## config.mk

```make
export PLATFORM = sky130hd
export DESIGN_NAME = nnt_sqrt
export DESIGN_NICKNAME = d
export VERILOG_FILES = /design/src/hw/rtl/nnt_pkg.sv /design/src/hw/rtl/nnt_sqrt.sv
export SDC_FILE = /design/constraint.sdc
export NUM_CORES = 1
export LEC_CHECK = 0
export CAP_MARGIN = 20
export CORE_UTILIZATION = 58
export DETAILED_ROUTE_END_ITERATION = 7
export DONT_BUFFER_PORTS = 1
export PLACE_DENSITY = 0.76
export SYNTH_ARGS = -nofsm -noshare
export SYNTH_HDL_FRONTEND = slang
export SYNTH_SLANG_ARGS = --single-unit
export TNS_END_PERCENT = 50
```

## constraint.sdc

```tcl
create_clock -name clk_i -period 2.1 [get_ports clk_i]
set_input_delay 0.315 -clock clk_i [delete_from_list [all_inputs] [get_ports clk_i]]
set_output_delay 0.315 -clock clk_i [all_outputs]
set_load 0.02 [all_outputs]
```

## src/hw/rtl/nnt_pkg.sv

```systemverilog
package nnt_pkg;

  localparam int unsigned DefMaxPoints = 32;
  localparam int unsigned CoordW       = 16;
  localparam int unsigned DistW        = 2 * CoordW + 1;   // dx^2 + dy^2
  localparam int unsigned IdxW         = 6;                // holds any index up to 63
  localparam int unsigned CityW        = 5;
  localparam int unsigned CostW        = 30;
  localparam int unsigned RootW        = CoordW + 9;       // sqrt(d2 << 16)

  // best candidate handed from cell to cell
  typedef struct packed {
    logic              found;
    logic [DistW-1:0]  d2;
    logic [IdxW-1:0]   idx;
    logic [CoordW-1:0] x;
    logic [CoordW-1:0] y;
  } cand_t;

endpackage

```

## src/hw/rtl/nnt_sqrt.sv

```systemverilog
module nnt_sqrt (
  input  logic                      clk_i,
  input  logic                      rst_ni,
  input  logic                      start_i,
  input  logic [nnt_pkg::DistW-1:0] d2_i,
  output logic                      done_o,
  output logic [nnt_pkg::RootW-1:0] root_o
);
  import nnt_pkg::*;

  localparam int unsigned RadW = 2 * RootW;
  localparam int unsigned RemW = RootW + 3;
  localparam int unsigned CntW = $clog2(RootW + 1);

  logic [RadW-1:0] rad_q;
  logic [RemW-1:0] rem_q, rem_sh, trial;
  logic [RootW-1:0] root_q;
  logic [CntW-1:0] cnt_q;
  logic busy_q, done_q;

  assign rem_sh = {rem_q[RemW-3:0], rad_q[RadW-1 -: 2]};
  assign trial  = {1'b0, root_q, 2'b01};

  always_ff @(posedge clk_i or negedge rst_ni) begin
    if (!rst_ni) begin
      busy_q <= 1'b0;
      done_q <= 1'b0;
      cnt_q  <= '0;
    end else begin
      done_q <= 1'b0;
      if (start_i) begin
        busy_q <= 1'b1;
        cnt_q  <= CntW'(RootW);
      end else if (busy_q) begin
        cnt_q <= cnt_q - 1'b1;
        if (cnt_q == CntW'(1)) begin
          busy_q <= 1'b0;
          done_q <= 1'b1;
        end
      end
    end
  end

  // one root bit per cycle, restoring
  always_ff @(posedge clk_i) begin
    if (start_i) begin
      rad_q  <= RadW'({d2_i, 16'b0});
      rem_q  <= '0;
      root_q <= '0;
    end else if (busy_q) begin
      rad_q <= {rad_q[RadW-3:0], 2'b00};
      if (rem_sh >= trial) begin
        rem_q  <= rem_sh - trial;
        root_q <= {root_q[RootW-2:0], 1'b1};
      end else begin
        rem_q  <= rem_sh;
        root_q <= {root_q[RootW-2:0], 1'b0};
      end
    end
  end

  assign done_o = done_q;
  assign root_o = root_q;

endmodule

```

==> flow_summary.toml <==
[flow_run]
cap_viol_max_count = 0

[critical_path]
crit_path_end_kind = "register"
critPathBufInv = 3
slowest_delay_ps = 370
start_kind = "register"
crit_path_start = "root_o[21]"
arrival_ps = 2730
critPathKind = "register to register"
path_delay_family = "compound AO/OA/AOI/OAI gates"
slowest_stage = "dfxtp_2"
r2r_start = "root_o[21]"
rrSetupSlack_ps = -350
crit_chain = "inv_1, ha_4, and4_4, and3_4, nand2_2, a221oi_4, o21a_2, buf_6, buf_4, nand2_2, a311oi_2"
required_ps = 2380
path_max_fanout = 7
cp_common_cell = "nand2_2"

[clock_tree]
numCtsBuffers = 9
clk_pin_slew_worst_paths_ps = 110
clk_latency_ps = 380
clockBufferDepth = 2
cts_tree = "done"
cts.sinks = 92
htreeDepth = 3
root_buffer = "clkbuf_8"

[detailed_routing]
wire_per_inst_um = 21.3
drtPass1Iterations = 7
first_iter_violations = 347
vias = 5211
wirelength_um = 17300
drc = 4
via_per_inst = 6.43
ant_nets = 0

[die]
die_area_um2 = 9700
die_h_um = 98.5
die_x_um = 98.5
start_util_pct = 61.0
io_pins = 62
num_rows = 34
core_region_area_um2 = 8850

[global_route]
use_met3_pct = 4.96
grt_max_degree = 68
grt_use_met2_pct = 51.9
grt_use_total_pct = 29.8
gr-total-overflow = 0
grt_pass1_vias = 4935
use_met1_pct = 35.8
grt-busiest-layer = "met2"
antenna_found_initial = 0
grt_first_pass_wirelength_um = 22800

[finish]
area_growth_syn_to_layout_pct = 39.8
fillerInstances = 425
multi_input_area_um2 = 3490
drive_gt1_share_pct = 48.1
antennaDiodeCount = 0
nets = 763
instances_no_fill = 811
regArea_um2 = 2260

[sta]
finalHoldViolations = 0
worst_pin_slew_ps = 1140
fin_ws_ps = -350
slew_viol_final = 0
rsz0062_at_grt = "yes"
finalClockSkew_ps = 16.5
period_needed_ps = 2450
slew_headroom_pct = 23.6
finalCritPeriodShare_pct = 117
setup_viol = 27
fmax_mhz = 408

[synthesis]
ys_top_cells_by_count = "nor2_1, dfxtp_1, inv_1"
synth-edff-count = 33
synth_top_area_share_pct = 19.3
synth_area_leaders = "dfxtp_1, edfxtp_1, ha_1, mux2_2, mux2i_1"
ys_types = 64
synthCells = 554
yosysSeqAreaShare_pct = 40.9
synth.most_common_cell = "nor2_1"
synth_area_um2 = 5400
yosys_register_bits = 92
synthArstFlopShare_pct = 7.61
netlist.top_cell.by_area = "dfxtp_1"
ys_dominant_reg_cell = "dfxtp_1"
yosys_warnings = 0
postSynthAreaPerCell_um2 = 9.75
synth_nets = 619

[power_and_ir_drop]
vdd_drop_max_mv = 1.01
power_mw = 12.3
internal_power_mw = 7.02
p_clk_share_pct = 10.8
p_switching_mw = 5.27
comb_power_share_pct = 69.9
leakagePower_nw = 3.27
p_seq_share_pct = 19.2
power_density_nw_per_um2 = 1630
swShare_pct = 42.9

[place]
globalplace.congestion = 0.929
port_buffers = 0
dpl.cell_count = 769
dp_hpwl_um = 9390

[status]
status = "finished with violations"
violations = "DRC, setup timing"

[hold_path]
min_from = "start_i"
hold_path_class = "input pin to register"
## worst reg2reg max path: stages (launching register included)
cell      delay (ps)
dfxtp_2          370
inv_1             70
ha_4             280
and4_4           220
and3_4           230
nand2_2           80
a221oi_4         260
o21a_2           260
buf_6            160
buf_4            120
nand2_2           50
a311oi_2         250
## power by group through the flow
stage | Combinational, mW | Clock (mW) | Sequential [mW]
2_1_floorplan | 4.02 | 0 | 2.35
3_5_place_dp | 6.14 | 0 | 2.34
4_1_cts | 6.94 | 1.34 | 2.33
3_3_place_gp | 6.01 | 0 | 2.32
6_report | 8.60 | 1.33 | 2.36
5_1_grt | 8.97 | 1.41 | 2.38
## final cells by class
cell class                 instances  share of cell area, %
clock buffer                       9                   1.64
tap                              108                   1.79
timing repair buffer             160                   17.1
multi-input combinational        395                   46.3
inverter                          40                   2.02
clock inverter                     7                   1.24
sequential                        92                   29.9
## worst paths after layout
path	endpoint	depth (start not counted)
worst max-delay path	rem_q[7]	11
worst min-delay path	root_o[16]	1
worst max register to register	rem_q[7]	11
worst min register to register	rad_q[49]	2
max in group asynchronous	busy_q	1
min in group asynchronous	cnt_q[2]	1
## layer usage
layer | wire length [um] | share of wire, %
met3 | 1400 | 8.1
met2 | 8300 | 48
met1 | 6370 | 37
met5 | 0 | 0
met4 | 1240 | 7.1
## cell usage in the layout, fill, tap and decap left out, drive strengths merged, types with 12 or more instances in the layout
cell and instances:
edfxtp 33, buf 155, dfxtp 52, a311oi 12
mux2i 30, nor2 63, ha 29, nand2 46
o21ai 24, inv 43, a21oi 26, mux2 31
## flip-flops by register name, indices dropped and copies added, names as in the netlist
name / flops
busy_q: 1
cnt_q: 5
done_o: 1
rad_q: 34
rem_q: 26
root_o: 25
## stage by stage
step	hold WS, ps	TNS, ps	setup WS [ps]	area, um2	utilization [%]
floorplan	19.4	-3500	-184	5630	-
CTS	0.455	-2580	-166	7200	81.4
global placement	19.7	-4440	-299	6650	75.2
detailed placement	19.7	-6520	-332	6650	75.2
finish	28.4	-6870	-350	7550	85.3
global route	-7.42	-8580	-479	7550	85.3
## repair_timing
item / 4_1_cts / 5_1_grt
hold buffers: 3 / 2
endpoints found under the setup margin: 27 / 27
resized for setup: 47 / 55
pin swaps: 35 / 36
hold endpoints to repair: 26 / 1
setup buffers: 8 / 15
## cells by family (layout without fill, tap and decap cells)
logic type,count (synthesis),after routing,share of synthesized area [%]
xor+xnor,21,21,3.41
mux,61,61,12.0
compound gates,124,124,17.3
flops,92,92,40.9
simple gates,160,160,14.3
buf+inv,67,216,5.42
fa+ha+maj,29,29,6.72
No activity file was read; power rests on OpenSTA's default activity.
