### src/hw/rtl/nnt_pkg.sv
package nnt_pkg;

  localparam int unsigned DefMaxPoints = 32;
  localparam int unsigned CoordW       = 16;
  localparam int unsigned DistW        = 2 * CoordW + 1;   // dx^2 + dy^2
  localparam int unsigned IdxW         = 6;                // holds any index up to 63
  localparam int unsigned CityW        = 5;
  localparam int unsigned CostW        = 30;
  localparam int unsigned RootW        = CoordW + 9;       // sqrt(d2 << 16)

  // best candidate handed from cell to cell
  typedef struct packed {
    logic              found;
    logic [DistW-1:0]  d2;
    logic [IdxW-1:0]   idx;
    logic [CoordW-1:0] x;
    logic [CoordW-1:0] y;
  } cand_t;

endpackage

### src/hw/rtl/nnt_cell.sv
module nnt_cell (
  input  logic                      clk_i,
  input  logic                      rst_ni,
  input  logic                      wr_en_i,
  input  logic [nnt_pkg::CoordW-1:0] wr_x_i,
  input  logic [nnt_pkg::CoordW-1:0] wr_y_i,
  input  logic                      clr_visit_i,
  input  logic                      mark_i,
  input  logic                      in_set_i,
  input  logic [nnt_pkg::IdxW-1:0]  idx_i,
  input  logic [nnt_pkg::CoordW-1:0] cur_x_i,
  input  logic [nnt_pkg::CoordW-1:0] cur_y_i,
  input  nnt_pkg::cand_t            prev_i,
  output nnt_pkg::cand_t            cand_o,
  output logic [nnt_pkg::DistW-1:0] d2_o
);
  import nnt_pkg::*;

  logic [CoordW-1:0] x_q, y_q, dx, dy;
  logic [2*CoordW-1:0] sqx, sqy;
  logic [DistW-1:0] d2_q;
  logic visited_q, take;
  cand_t cand_q, cand_d;

  always_ff @(posedge clk_i) begin
    if (wr_en_i) begin
      x_q <= wr_x_i;
      y_q <= wr_y_i;
    end
  end

  // a mark wins over a clear, so the start city stays visited at tour start
  always_ff @(posedge clk_i or negedge rst_ni) begin
    if (!rst_ni) begin
      visited_q <= 1'b0;
    end else if (mark_i) begin
      visited_q <= 1'b1;
    end else if (clr_visit_i) begin
      visited_q <= 1'b0;
    end
  end

  assign dx  = (x_q > cur_x_i) ? x_q - cur_x_i : cur_x_i - x_q;
  assign dy  = (y_q > cur_y_i) ? y_q - cur_y_i : cur_y_i - y_q;
  assign sqx = dx * dx;
  assign sqy = dy * dy;

  always_ff @(posedge clk_i) begin
    d2_q <= {1'b0, sqx} + {1'b0, sqy};
  end

  // strictly smaller wins, so the lower index keeps a tie
  assign take = in_set_i && !visited_q && (d2_q != '0) &&
                (!prev_i.found || (d2_q < prev_i.d2));

  always_comb begin
    cand_d = prev_i;
    if (take) begin
      cand_d.found = 1'b1;
      cand_d.d2    = d2_q;
      cand_d.idx   = idx_i;
      cand_d.x     = x_q;
      cand_d.y     = y_q;
    end
  end

  always_ff @(posedge clk_i or negedge rst_ni) begin
    if (!rst_ni) begin
      cand_q <= '0;
    end else begin
      cand_q <= cand_d;
    end
  end

  assign cand_o = cand_q;
  assign d2_o   = d2_q;

endmodule

### config.mk
export PLATFORM = sky130hd
export DESIGN_NAME = nnt_cell
export DESIGN_NICKNAME = d
export VERILOG_FILES = /design/src/hw/rtl/nnt_pkg.sv /design/src/hw/rtl/nnt_cell.sv
export SDC_FILE = /design/constraint.sdc
export NUM_CORES = 1
export LEC_CHECK = 0
export CORE_AREA = 5 5 284 286
export DETAILED_ROUTE_END_ITERATION = 10
export DIE_AREA = 0 0 289 291
export DONT_BUFFER_PORTS = 1
export HOLD_SLACK_MARGIN = 0.06
export PLACE_DENSITY_LB_ADDON = 0.1
export RECOVER_POWER = 25
export REMOVE_ABC_BUFFERS = 1
export SYNTH_ARGS = -nofsm -noshare
export SYNTH_HDL_FRONTEND = slang
export SYNTH_SLANG_ARGS = --single-unit
### constraint.sdc
create_clock -name clk_i -period 10.53 [get_ports clk_i]
set_input_delay 2.106 -clock clk_i [delete_from_list [all_inputs] [get_ports clk_i]]
set_output_delay 2.106 -clock clk_i [all_outputs]
set_load 0.05 [all_outputs]
==> flow_summary.toml, run 1 <==
[setup_path]
crit_top_cell = "sky130_fd_sc_hd__fa_2"
worst_setup_path_start_kind = "primary input"
worstSetupEndpointType = "flip-flop"
timing.setup.critical_path_class = "primary input to flip-flop"
cp_max_fo = 5
worst_ep_required_time_ns = 10.96
timing.critical_path.slowest_stage_cell = "sky130_fd_sc_hd__fa_1"
critical-path-max-stage-delay_ns = 0.61
worst-endpoint-arrival_ns = 11.07

[floorplanning]
core_area_mm2 = 0.0781
chip_width_um = 289
initial_core_util_pct = 29.7
fp.dieH_um = 291
core.rowCount = 103
ios = 253
die_area_mm2 = 0.0841

[timing]
final.period_utilization_pct = 101
hold_violations = 0
post-route-worst-setup-slack_ns = -0.119
clock.fmax_mhz = 93.9
timing_max_transition_violations_final = 0
max-slew-margin-rel_pct = 36.3
actual_slew_at_the_worst_max_slew_pin_ns = 0.947
timing.clock.skew_ns = 0.0160
setup_viol = 5
layout_min_cycle_time_ns = 10.65
unrepaired_setup_endpoints_after_global_routing = "yes"

[routing]
totalWireLength_um = 69200
vias = 17780
detailed_route_wire_length_per_cell_um = 17.6
vias_per_cell = 4.52
detail_route.drc_violations = 0
routed_antenna_nets = 0
first_iter_violations = 827
first_pass_iters = 5

[final_layout]
finalNonFillerCells = 3937
num-fill-cells = 8103
synthToLayoutAreaGrowth_pct = 27.6
final_core_util_pct = 37.9
combined_area_of_the_multi_input_logic_cells_mm2 = 0.0180
finish.net_count = 3696
register_area_mm2 = 0.00345
stdcell_area_mm2 = 0.0296
post_route_cells_drive_above_1_share_pct = 27.8

[run_status]
violations_in_the_final_reports = "setup timing"
run_status = "finished with violations"

[yosys]
postSynthRegisterBits = 138
number_of_enable_type_register_cells_in_the_synthesized_netlist = 32
synth.cell_area_mm2 = 0.0232
synth_seq_area_share_pct = 14.9
synth.lib_cells_used.distinct = 79
yosys_warnings = 0
post_synth.cell_area_avg_um2 = 9.57
synthTopCellsByArea = "sky130_fd_sc_hd__fa_1 34%, sky130_fd_sc_hd__ha_1 15%, sky130_fd_sc_hd__inv_1 10%"
post_synth_inst_count = 2422
synth_largest_type_area_fraction_pct = 33.7
synth.largest_area_cell = "sky130_fd_sc_hd__fa_1"
dominantRegCellSynth = "sky130_fd_sc_hd__dfrtp_1"
post_synthesis_async_set_or_reset_flop_share_pct = 52.9

[clock_tree]
clock_sink_count = 138
cts.htree.levels = 4
worst_setup_hold_path_clk_slew_ns = 0.08
ctsLongestPathBuffers = 2
tritoncts = "yes"
cts_root_buf = "sky130_fd_sc_hd__clkbuf_16"
clock_latency_ns = 0.49
cts_made_buffers = 17

[global_route]
grt_first_pass_wirelength_um = 111000
largest_net_degree_at_the_start_of_global_routing = 74
antenna_found_initial = 1
global_route.overflow_total = 0
number_of_global_route_vias_before_repair = 19755
gr-usage-all-layers_pct = 16.9

[place]
globalplace.congestion = 0.852
dp_slack_ns = -1.44
dpl-instance-area_mm2 = 0.0276
post-dp-hpwl_um = 60500
buffer_ports.inserted = 0
placedCellCount = 3864

[hold_path]
class_of_the_tightest_hold_or_removal_check = "flip-flop to flip-flop"

[job]
timing.max_cap.violations = 0
-- synthesized netlist by cell type, types with 16 or more instances --
cell,number
sky130_fd_sc_hd__a21o_1,46
sky130_fd_sc_hd__a21oi_1,83
sky130_fd_sc_hd__buf_2,23
sky130_fd_sc_hd__clkbuf_1,30
sky130_fd_sc_hd__dfrtp_1,73
sky130_fd_sc_hd__dfxtp_1,33
sky130_fd_sc_hd__edfxtp_1,32
sky130_fd_sc_hd__fa_1,390
sky130_fd_sc_hd__ha_1,285
sky130_fd_sc_hd__inv_1,615
sky130_fd_sc_hd__mux2_2,76
sky130_fd_sc_hd__mux2i_1,16
sky130_fd_sc_hd__nand2_1,163
sky130_fd_sc_hd__nand3_1,18
sky130_fd_sc_hd__nand4_1,17
sky130_fd_sc_hd__nor2_1,205
sky130_fd_sc_hd__nor3_1,18
sky130_fd_sc_hd__o21ai_0,39
sky130_fd_sc_hd__xnor2_1,41
sky130_fd_sc_hd__xor2_1,19
-- kinds of logic after synthesis --
family                   share of synthesized area (%)
AO/OA/AOI/OAI                                     7.83
XOR/XNOR                                          2.83
adder cells (fa/ha/maj)                           49.1
buffers and inverters                             11.5
flip-flops                                        14.9
multiplexers                                      4.57
AND/OR/NAND/NOR                                   9.30
-- routing by layer --
layer | part of all wire [%] | track usage (%) | vias to the layer above | wire [um]
li1 | - | - | 8422 | -
met1 | 44 | 22.5 | 9084 | 30400
met2 | 51 | 29.6 | 237 | 35600
met3 | 3.6 | 2.71 | 37 | 2480
met4 | 0.98 | 2.79 | 0 | 675
met5 | 0 | 0 | - | 0
-- worst paths after layout --
kind | endpoint | cells after the start | from | slack (ns)
min reg2reg | visited_q | 2 | visited_q | 0.52
max in group asynchronous | cand_o[37] | 0 | rst_ni | 9.08
min | visited_q | 2 | visited_q | 0.52
min in group asynchronous | cand_o[30] | 0 | rst_ni | 1.30
max reg2reg | d2_o[29] | 32 | x_q[13] | 0.98
max | d2_o[29] | 34 | cur_x_i[3] | -0.12
-- what timing repair did --
action	CTS	global route
setup endpoints to repair	14	14
pin swaps	75	93
hold buffers	0	0
resized for setup	122	107
buffers inserted	21	20
cloned	2	0
-- critical path, delay by kind of cell --
kind	cells	cell delay (ns)
fa+ha+maj	10	4.67
compound gates	11	2.23
simple gates	4	0.96
buf+inv	6	0.55
xor+xnor	2	0.31
mux	1	0.23
-- stage by stage --
stage                     TNS [ns]  hold WS (ns)
after floorplan              -6.91         0.486
after global placement      -13.36         0.504
after detailed placement    -14.15         0.510
after CTS                   -0.112         0.526
after global routing         -2.37         0.564
final                       -0.363         0.525
-- state kept, by name, summed over array words and instances (netlist names) --
register   flops
cand_o        72
d2_o          33
visited_q      1
x_q           16
y_q           16
-- placed cells by master (no fill, tap or decap), types with 31 or more instances in the layout --
| master | n |
|---|---|
| sky130_fd_sc_hd__inv_1 | 591 |
| sky130_fd_sc_hd__a21o_1 | 46 |
| sky130_fd_sc_hd__nor2_1 | 195 |
| sky130_fd_sc_hd__ha_1 | 262 |
| sky130_fd_sc_hd__edfxtp_1 | 32 |
| sky130_fd_sc_hd__o21ai_0 | 31 |
| sky130_fd_sc_hd__fa_1 | 364 |
| sky130_fd_sc_hd__xnor2_1 | 34 |
| sky130_fd_sc_hd__a21oi_1 | 69 |
| sky130_fd_sc_hd__dfrtp_1 | 73 |
| sky130_fd_sc_hd__nand2_1 | 153 |
| sky130_fd_sc_hd__dfxtp_1 | 33 |
| sky130_fd_sc_hd__mux2_2 | 76 |
| sky130_fd_sc_hd__buf_4 | 472 |
-- layout make-up --
cell class	count	area share [%]
Sequential cell	138	11.7
Clock inverter	14	0.571
Clock buffer	18	1.52
Multi-Input combinational cell	1596	60.8
Inverter	624	8.01
Antenna cell	1	0.00846
Tap cell	1050	4.44
Timing Repair Buffer	496	13.0
Power of run 1 is left out: the tool's default activity adds up to more than one toggle a clock period on the data nets, which glitch-free logic cannot reach.
==> inputs of run 2 (changes only) <==
Settings changed: SKIP_LAST_GASP set to 1.
==> run 2 against run 1 <==
Critical endpoint unchanged. Setup slack got worse by 0.085 ns. Routed wire length increased by 0.18%. The run still ends with setup timing left. Non-clock buffer count is 2 higher.
==> flow_summary.toml, run 2 (synthesized netlist as in run 1, its figures left out) <==
[routing]
first_iter_violations = 848
routed_antenna_nets = 0
vias_per_cell = 4.52
totalWireLength_um = 69300
vias = 17796
detailed_route_wire_length_per_cell_um = 17.6
first_pass_iters = 6
detail_route.drc_violations = 0

[timing]
unrepaired_setup_endpoints_after_global_routing = "yes"
hold_violations = 0
layout_min_cycle_time_ns = 10.73
max-slew-margin-rel_pct = 35.9
final.period_utilization_pct = 102
clock.fmax_mhz = 93.2
hold-worst-slack_ns = 0.524
timing.clock.skew_ns = 0.0163
post-route-worst-setup-slack_ns = -0.204
setup_viol = 6
actual_slew_at_the_worst_max_slew_pin_ns = 0.953
timing_max_transition_violations_final = 0
totalNegativeSetupSlack_ns = -0.818

[final_layout]
finish.net_count = 3698
post_route_cells_drive_above_1_share_pct = 28.4
register_area_mm2 = 0.00345
synthToLayoutAreaGrowth_pct = 28.1
num-fill-cells = 8092
antennaDiodeCount = 0
mostFrequentLayoutCell = "sky130_fd_sc_hd__inv_1"
layout_common_cells = "590 x sky130_fd_sc_hd__inv_1, 473 x sky130_fd_sc_hd__buf_4, 369 x sky130_fd_sc_hd__fa_1"
combined_area_of_the_multi_input_logic_cells_mm2 = 0.0181
largest_reg_flops = 72

[setup_path]
crit_top_cell = "sky130_fd_sc_hd__fa_1"
worst-endpoint-arrival_ns = 11.16
r2r_slack_ns = 0.91
worst_setup_path_start_kind = "primary input"
cp_max_fo = 6
timing.critical_path.slowest_stage_cell = "sky130_fd_sc_hd__fa_1"
critical-path-max-stage-delay_ns = 0.58
worstSetupEndpointType = "flip-flop"
timing.setup.critical_path_class = "primary input to flip-flop"
worst_ep_required_time_ns = 10.95

[clock_tree]
cts.hold.buffers_added = 0
clock_sink_count = 138
ctsLongestPathBuffers = 2
cts_root_buf = "sky130_fd_sc_hd__clkbuf_16"
clock_latency_ns = 0.49
worst_setup_hold_path_clk_slew_ns = 0.08
tritoncts = "yes"
cts_made_buffers = 17
cts.htree.levels = 4

[place]
post-dp-hpwl_um = 60500
globalplace.congestion = 0.852
buffer_ports.inserted = 0
dp_slack_ns = -1.44

[floorplanning]
fp.dieH_um = 291
chip_width_um = 289
core.rowCount = 103
ios = 253
core_area_mm2 = 0.0781
initial_core_util_pct = 29.7
die_area_mm2 = 0.0841

[global_route]
antenna_found_initial = 1
largest_net_degree_at_the_start_of_global_routing = 74
number_of_global_route_vias_before_repair = 19752
grt_first_pass_wirelength_um = 111000
gr-usage-all-layers_pct = 16.9
global_route.overflow_total = 0

[hold_path]
class_of_the_tightest_hold_or_removal_check = "flip-flop to flip-flop"

[run_status]
violations_in_the_final_reports = "setup timing"
run_status = "finished with violations"

[job]
timing.max_cap.violations = 0
[run 2: changes by cell type in the layout (fill, tap and decap cells not counted), moves of 3 or more]
cell                      previous run  this run
sky130_fd_sc_hd__nand2_1           153       148
sky130_fd_sc_hd__nand2_2             9        14
sky130_fd_sc_hd__ha_1              262       259
sky130_fd_sc_hd__nor2_2              7        10
sky130_fd_sc_hd__nor2_1            195       192
sky130_fd_sc_hd__fa_2               26        21
sky130_fd_sc_hd__fa_1              364       369
[run 2: final timing paths]
check / startpoint / to / depth (start not counted)
hold reg to reg: visited_q / visited_q / 2
setup reg to reg: y_q[0] / d2_o[29] / 32
setup / recovery: cur_y_i[13] / d2_o[29] / 31
max in group asynchronous: rst_ni / cand_o[33] / 0
hold / removal: visited_q / visited_q / 2
min in group asynchronous: rst_ni / cand_o[22] / 0
[run 2: worst max-delay path, delay by kind of cell]
| family | cells | cell delay (ns) |
|---|---|---|
| muxes | 1 | 0.34 |
| and+or+nand+nor | 6 | 1.34 |
| AOI/OAI and AO/OA | 9 | 2.10 |
| adders and majority gates | 10 | 4.80 |
| buffers and inverters | 4 | 0.30 |
| xor gates and xnor gates | 1 | 0.14 |
[run 2: what timing repair did]
action | in CTS | in global routing
setup buffers | 21 | 21
resized for setup | 115 | 136
hold endpoints to repair | 0 | 0
gates cloned | 2 | 0
setup endpoints to repair | 14 | 14
pin swaps | 73 | 101
[run 2: layout make-up]
class | instances | share of cell area, %
multi-input combinational | 1596 | 60.8
timing repair buffer | 498 | 13.0
sequential | 138 | 11.6
inverter | 624 | 7.98
tap | 1050 | 4.43
clock buffer | 18 | 1.52
clock inverter | 14 | 0.569
[run 2: routing by layer]
| metal | vias up | track usage (%) | routed length, um |
|---|---|---|---|
| met1 | 9097 | 22.5 | 30400 |
| met5 | - | 0 | 0 |
| met2 | 240 | 29.6 | 35800 |
| met3 | 33 | 2.71 | 2440 |
| li1 | 8426 | - | - |
| met4 | 0 | 2.79 | 640 |
[run 2: metrics by stage]
step | instances | area [um^2] | utilization, %
floorplan | 2357 | 22900 | -
global placement | 3864 | 27600 | 35.4
detailed placement | 3864 | 27600 | 35.4
CTS | 3918 | 29000 | 37.1
global route | 3938 | 29700 | 38.0
finish | 3938 | 29700 | 38.0
Power of run 2 is left out for the same reason.
